**config.mk**
```make
export PLATFORM = sky130hd
export DESIGN_NAME = pmlru_ram
export DESIGN_NICKNAME = d
export VERILOG_FILES = /design/src/pmlru_ram.sv
export SDC_FILE = /design/constraint.sdc
export NUM_CORES = 1
export LEC_CHECK = 0
export ABC_AREA = 1
export BUFFER_PORTS_ARGS = -buffer_cell sky130_fd_sc_hd__buf_4
export CAP_MARGIN = 20
export CORE_ASPECT_RATIO = 1.4
export CORE_UTILIZATION = 44
export DETAILED_ROUTE_END_ITERATION = 12
export PLACE_DENSITY = 0.66
export SLEW_MARGIN = 20
export SYNTH_ARGS = -nofsm -noshare
export SYNTH_HDL_FRONTEND = slang
export SYNTH_SLANG_ARGS = --single-unit
```
**constraint.sdc**
```tcl
create_clock -name clk_i -period 6.12 [get_ports clk_i]
set_clock_uncertainty 0.1 [all_clocks]
set_input_delay 0.612 -clock clk_i [delete_from_list [all_inputs] [get_ports clk_i]]
set_output_delay 0.612 -clock clk_i [all_outputs]
set_load 0.005 [all_outputs]
```
**src/pmlru_ram.sv**
```systemverilog
// Generic single-port RAM with registered read data.
// No dependencies.
`timescale 1ns / 1ps
module pmlru_ram #(
  parameter int unsigned Width = 8,
  parameter int unsigned Depth = 64
) (
  input  logic                     clk_i,
  input  logic                     we_i,
  input  logic [$clog2(Depth)-1:0] addr_i,
  input  logic [Width-1:0]         wdata_i,
  output logic [Width-1:0]         rdata_o
);

  logic [Width-1:0] mem_q [Depth];

  always_ff @(posedge clk_i) begin
    if (we_i) begin
      mem_q[addr_i] <= wdata_i;
    end
    rdata_o <= mem_q[addr_i];
  end

endmodule

```
==> impl_metrics.json, run 1 <==
{
  "cts_setup_buffers": 0,
  "clkTransAtPathRegs_ns": 0.06,
  "path_cells": "clkbuf_8 > inv_6 > nand4_1 > nor2_1",
  "grt_start_max_net_pins": 155,
  "crit_family": "simple AND/OR/NAND/NOR gates",
  "grt_pass1_wl_um": 78600,
  "num-nets-final": 2163,
  "dieArea_mm2": 0.0510,
  "cts_sinks": 520,
  "utilization_pct": 48.6,
  "wl_um": 51200,
  "core_area_mm2": 0.0492,
  "cts_resized": 0,
  "ys_types": 22,
  "drtPass1Iterations": 5,
  "ant_nets": 0,
  "critPathMaxStageDelay_ns": 0.84,
  "clock_latency_ns": 0.57,
  "finalWorstSetupSlack_ns": 2.82,
  "place_area_mm2": 0.0225,
  "avgSynthCellArea_um2": 10.2,
  "io_pins": 24,
  "root_buffer": "clkbuf_16",
  "power_density_mw_per_mm2": 299,
  "ir_drop_mv": 0.200,
  "grt_overflow_total": 0,
  "ys.warnings.count": 0,
  "numCtsBuffers": 46,
  "fmaxAchievable_ghz": 0.303,
  "syn-cell-area_mm2": 0.0220,
  "hold_buffers": 0,
  "finalCritPeriodShare_pct": 53.9,
  "ff2ff_setup_slack_ns": 4.53,
  "max_slew_margin_pct": 28.3,
  "r2r.worst_path.cells": 10,
  "holdPathStages": 6,
  "diodes": 0,
  "area_growth_pct": 8.56,
  "min_path_type": "in2reg",
  "period_needed_ns": 3.30,
  "clockBufferDepth": 3,
  "final.setup.tns_ns": 0,
  "p_leak_uw": 0.00985,
  "finalHoldViolCount": 0,
  "setup.worst_path.start": "addr_i[0]",
  "dp_hpwl_um": 29300,
  "netlist_instances": 2167,
  "maxCapViolCount": 0,
  "critical_path_arrival_ns": 3.38,
  "die_y_um": 267,
  "via_count": 14145,
  "dp_slack_ns": 2.37,
  "ys_ff_latch": 520,
  "cp-end-kind": "flip-flop",
  "drt-wirelength-per-cell_um": 18.2,
  "setup_viol": 0,
  "crit_buf_inv": 2,
  "gp_congestion": 0.860,
  "rows": 96,
  "rsz0062_at_grt": "no",
  "fillerInstances": 4389,
  "ys_seq_area_share_pct": 70.5,
  "r2r-start": "mem_q[59][7]$_DFFE_PP_",
  "io_buffers": 23,
  "status": "completed",
  "die_w_um": 191,
  "viasPerCell": 5.03,
  "rr_endpoint": "rdata_o[7]$_DFF_P_",
  "maxSlewViolCount": 0,
  "cp.required_ns": 6.20,
  "slowest_stage": "nand4_1",
  "h-tree-depth": 2,
  "grtUsageTotal_pct": 20.5,
  "drt_iter0_drc": 1053,
  "drive_gt1_share_pct": 5.10,
  "final_area_mm2": 0.0239,
  "drcViolationCount": 0,
  "grt_antenna_before_repair": 0,
  "critPathMaxFanout": 98,
  "start_kind": "primary input",
  "cts_tree": "yes",
  "synth_nets": 2183,
  "min_from": "addr_i[4]",
  "grt_pass1_vias": 13880,
  "worstHoldEndpoint": "rdata_o[1]$_DFF_P_",
  "initial_core_util_pct": 44.8,
  "worst_slew_pin_slew_ns": 1.08,
  "crit_type": "in2reg"
}
-- final cells by class --
class                   instances  area, um2  area share [%]
flip-flops and latches        520      15500            64.9
clock buffers                  58       1260            5.26
multi-input cells            1516       5810            24.3
well taps                     637        797            3.33
clock inverters                20        140           0.586
repair buffers                 33        267            1.11
inverters                      30        119           0.497
-- tightest hold or removal path: cells and delay by family --
kind                   cells  cell delay, ns
buffers and inverters      1            0.14
and+or+nand+nor            5            0.35
-- layout by cell type (no fill, tap or decap) --
cell type	n
buf_12	1
buf_4	31
bufinv_16	2
clkbuf_1	9
clkbuf_16	49
clkbuf_8	1
clkinv_1	9
clkinv_2	11
dfxtp_1	8
edfxtp_1	512
inv_1	25
inv_2	2
inv_6	1
nand2_1	1384
nand3_1	13
nand4_1	2
nor2_1	87
nor2_2	2
nor3_2	8
nor4_1	2
o211ai_1	5
o21ai_0	1
o21ai_1	6
or2_1	3
or2_2	3
-- state kept, by name (all words and copies together) (netlist names) --
name     cells
rdata_o      8
mem_q      512
-- where the power goes --
group          total (uW)  switching (uW)  internal [uW]
clock                2760            1230           1530
combinational         440             336            104
sequential           3950            8.42           3940
-- Yosys cell counts --
cell	number	area, um2
dfxtp_1	8	160
buf_6	15	169
nor2_2	2	12.5
buf_4	7	52.6
or2_2	3	18.8
nand3_1	13	65.1
edfxtp_1	512	15400
inv_2	4	15.0
clkinv_1	1	3.75
nor2_1	87	327
inv_1	25	93.8
or2_1	3	18.8
nand4_1	2	12.5
o211ai_1	5	37.5
buf_1	4	15.0
clkbuf_1	23	86.3
nor3_2	8	80.1
o21ai_1	6	30.0
o21ai_0	1	5.00
buf_2	52	260
nor4_1	2	12.5
nand2_1	1384	5190
-- worst max-delay path by stage --
stage / end / slack (ns) / cells past startpoint
finish: mem_q[22][3]$_DFFE_PP_ / 2.82 / 4
floorplan: mem_q[40][0]$_DFFE_PP_ / 3.44 / 5
global placement: mem_q[62][1]$_DFFE_PP_ / 2.45 / 4
global route: rdata_o[4]$_DFF_P_ / 2.75 / 13
CTS: mem_q[22][3]$_DFFE_PP_ / 2.96 / 4
detailed placement: mem_q[22][3]$_DFFE_PP_ / 2.37 / 4
-- metal layers --
metal  global-route usage [%]  up-vias  wire [um]
met4                     9.70        0       2340
met1                     24.5     6642      20000
met5                        0        -          0
met3                     2.37      124       2760
li1                         -     6946          -
met2                     36.4      433      26100
-- through the flow --
stage               instances  power [uW]  hold WS, ns
floorplan                2167        4290        0.499
global placement         2736        4460        0.578
detailed placement       2736        4470        0.603
CTS                      2814        7180        0.478
global route             2814        7350        0.533
finish                   2814        7150        0.493
-- cells by family after synthesis --
group | after synthesis | share of synthesized area, %
AND/OR/NAND/NOR | 1504 | 26.0
flip-flops | 520 | 70.5
buffers and inverters | 131 | 3.16
AO/OA/AOI/OAI | 12 | 0.329
Note: power is estimated with default switching activity, not from simulation.
==> inputs of run 2 (changes only) <==
Clock period 6.12 ns to 3.3 ns, I/O delays scaled along.
==> impl_metrics.json, run 2 (same netlist as run 1, synthesis figures left out) <==
{
  "status": "completed",
  "initial_core_util_pct": 44.8,
  "h-tree-depth": 2,
  "maxCapViolCount": 0,
  "path_common_cell": "nand2_1",
  "use_met3_pct": 2.39,
  "fmaxAchievable_ghz": 0.480,
  "gp_congestion": 0.845,
  "grtUsageTotal_pct": 21.9,
  "drt-wirelength-per-cell_um": 19.3,
  "critical_path_arrival_ns": 2.50,
  "r2r-start": "mem_q[43][3]$_DFFE_PP_",
  "largestRegisters": "mem_q: 512 flops, rdata_o: 8 flops",
  "io_pins": 24,
  "numCtsBuffers": 46,
  "power_density_mw_per_mm2": 554,
  "io_buffers": 23,
  "area_growth_pct": 10.4,
  "cts_tree": "yes",
  "critPathMaxFanout": 65,
  "die_y_um": 267,
  "root_buffer": "clkbuf_16",
  "rsz0062_at_grt": "no",
  "clockBufferDepth": 3,
  "grt_start_max_net_pins": 121,
  "rows": 96,
  "crit_family": "buffers and inverters",
  "viasPerCell": 5.18,
  "wl_um": 55100,
  "finalHoldViolCount": 0,
  "cp-end-kind": "flip-flop",
  "rr_endpoint": "rdata_o[3]$_DFF_P_",
  "maxSlewViolCount": 0,
  "grt_pass1_wl_um": 83900,
  "cts_setup_buffers": 0,
  "drcViolationCount": 0,
  "clkTransAtPathRegs_ns": 0.07,
  "path_cells": "clkbuf_8 > inv_6 > buf_4 > nand2_1 > nand2_1 > nand2_1 > nand2_1 > nand2_1 > nand2_1 > nand2_1 > nand2_1 > nor2_1 > nand2_1",
  "drive_gt1_share_pct": 7.07,
  "layout_commonest_cell": "nand2_1",
  "clock_latency_ns": 0.57,
  "max_slew_margin_pct": 39.4,
  "mostFrequentLayoutCells": "1384 x nand2_1, 512 x edfxtp_1, 87 x nor2_1, 71 x buf_4, 49 x clkbuf_16",
  "start_kind": "primary input",
  "drt_iter0_drc": 1271,
  "regMostFlops": "mem_q",
  "ant_nets": 0,
  "grt_overflow_total": 0,
  "crit_type": "in2reg",
  "worst_slew_pin_slew_ns": 0.909,
  "gr-max-usage-layer": "met2",
  "hold_buffers": 0,
  "drtPass1Iterations": 5,
  "period_needed_ns": 2.08,
  "grt_pass1_vias": 14572,
  "via_count": 14804,
  "use_met1_pct": 26.7,
  "fillerInstances": 4383,
  "min_path_type": "in2reg",
  "dieArea_mm2": 0.0510,
  "slowest_stage": "buf_4",
  "grt_antenna_before_repair": 0,
  "holdPathStages": 6,
  "ir_drop_mv": 0.354,
  "critPathMaxStageDelay_ns": 0.65,
  "min_from": "addr_i[5]",
  "hold_ws_ns": 0.239,
  "num-nets-final": 2205,
  "cp.required_ns": 3.72,
  "largest_register_ffs": 512,
  "dp_hpwl_um": 31900,
  "ff2ff_setup_slack_ns": 1.83,
  "cts_resized": 0,
  "die_w_um": 191,
  "final.setup.tns_ns": 0,
  "diodes": 0,
  "met2_usage_pct": 38.7,
  "finalCritPeriodShare_pct": 63.2,
  "worstHoldEndpoint": "rdata_o[7]$_DFF_P_",
  "cts_sinks": 520,
  "r2r.worst_path.cells": 10,
  "p_leak_uw": 0.0101,
  "setup_viol": 0,
  "core_area_mm2": 0.0492,
  "crit_buf_inv": 3
}
==> run 2: cell count changes in the layout (fill, tap and decap cells not counted) <==
cell / change
buf_12: +2
clkbuf_8: +2
buf_4: +40
clkbuf_1: -3
bufinv_16: +1
clkinv_2: -1
clkinvlp_4: +2
==> run 2: worst max-delay path by stage <==
stage	from	end	slack (ns)	cells after the start
final	addr_i[0]	rdata_o[7]$_DFF_P_	1.22	13
after global routing	addr_i[0]	rdata_o[1]$_DFF_P_	1.11	13
after CTS	addr_i[1]	mem_q[56][6]$_DFFE_PP_	1.30	5
after detailed placement	addr_i[0]	rdata_o[7]$_DFF_P_	0.71	13
after global placement	addr_i[0]	rdata_o[1]$_DFF_P_	0.71	13
after floorplan	addr_i[3]	mem_q[41][0]$_DFFE_PP_	0.90	5
==> run 2: through the flow <==
step                utilization (%)  total power (uW)  setup WS (ns)  std cells  area [um2]
floorplan                         -              7960          0.901       2167       22000
global placement               46.4              8320          0.709       2778       22900
detailed placement             46.4              8330          0.708       2778       22900
CTS                            49.4             13500           1.30       2857       24300
global route                   49.4             13900           1.11       2857       24300
finish                         49.4             13500           1.22       2857       24300
==> run 2: area by class of cell <==
class | instances | area, um2 | area share, %
Clock buffer | 57 | 1280 | 5.25
Clock inverter | 22 | 180 | 0.741
Inverter | 30 | 119 | 0.489
Multi-Input combinational cell | 1516 | 5810 | 23.9
Sequential cell | 520 | 15500 | 63.9
Tap cell | 637 | 797 | 3.28
Timing Repair Buffer | 75 | 607 | 2.49
==> run 2: worst reg2reg max path: stages (launching register included) <==
cell and delay (ns):
edfxtp_1 0.37, nand2_1 0.08, nand2_1 0.06, nand2_1 0.05
nand2_1 0.10, nand2_1 0.09, nand2_1 0.09, nand2_1 0.10
nand2_1 0.05, nor2_1 0.17, nand2_1 0.08
==> run 2: per-layer routing <==
metal	share of wire, %	wire length, um
met1	39	21600
met2	51	28200
met3	5.0	2740
met4	4.8	2620
met5	0	0
==> run 2: report_power, final <==
part | internal (uW) | total [uW] | switching, uW
Sequential | 7310 | 7330 | 22.8
Clock | 2960 | 5290 | 2320
Combinational | 208 | 858 | 650
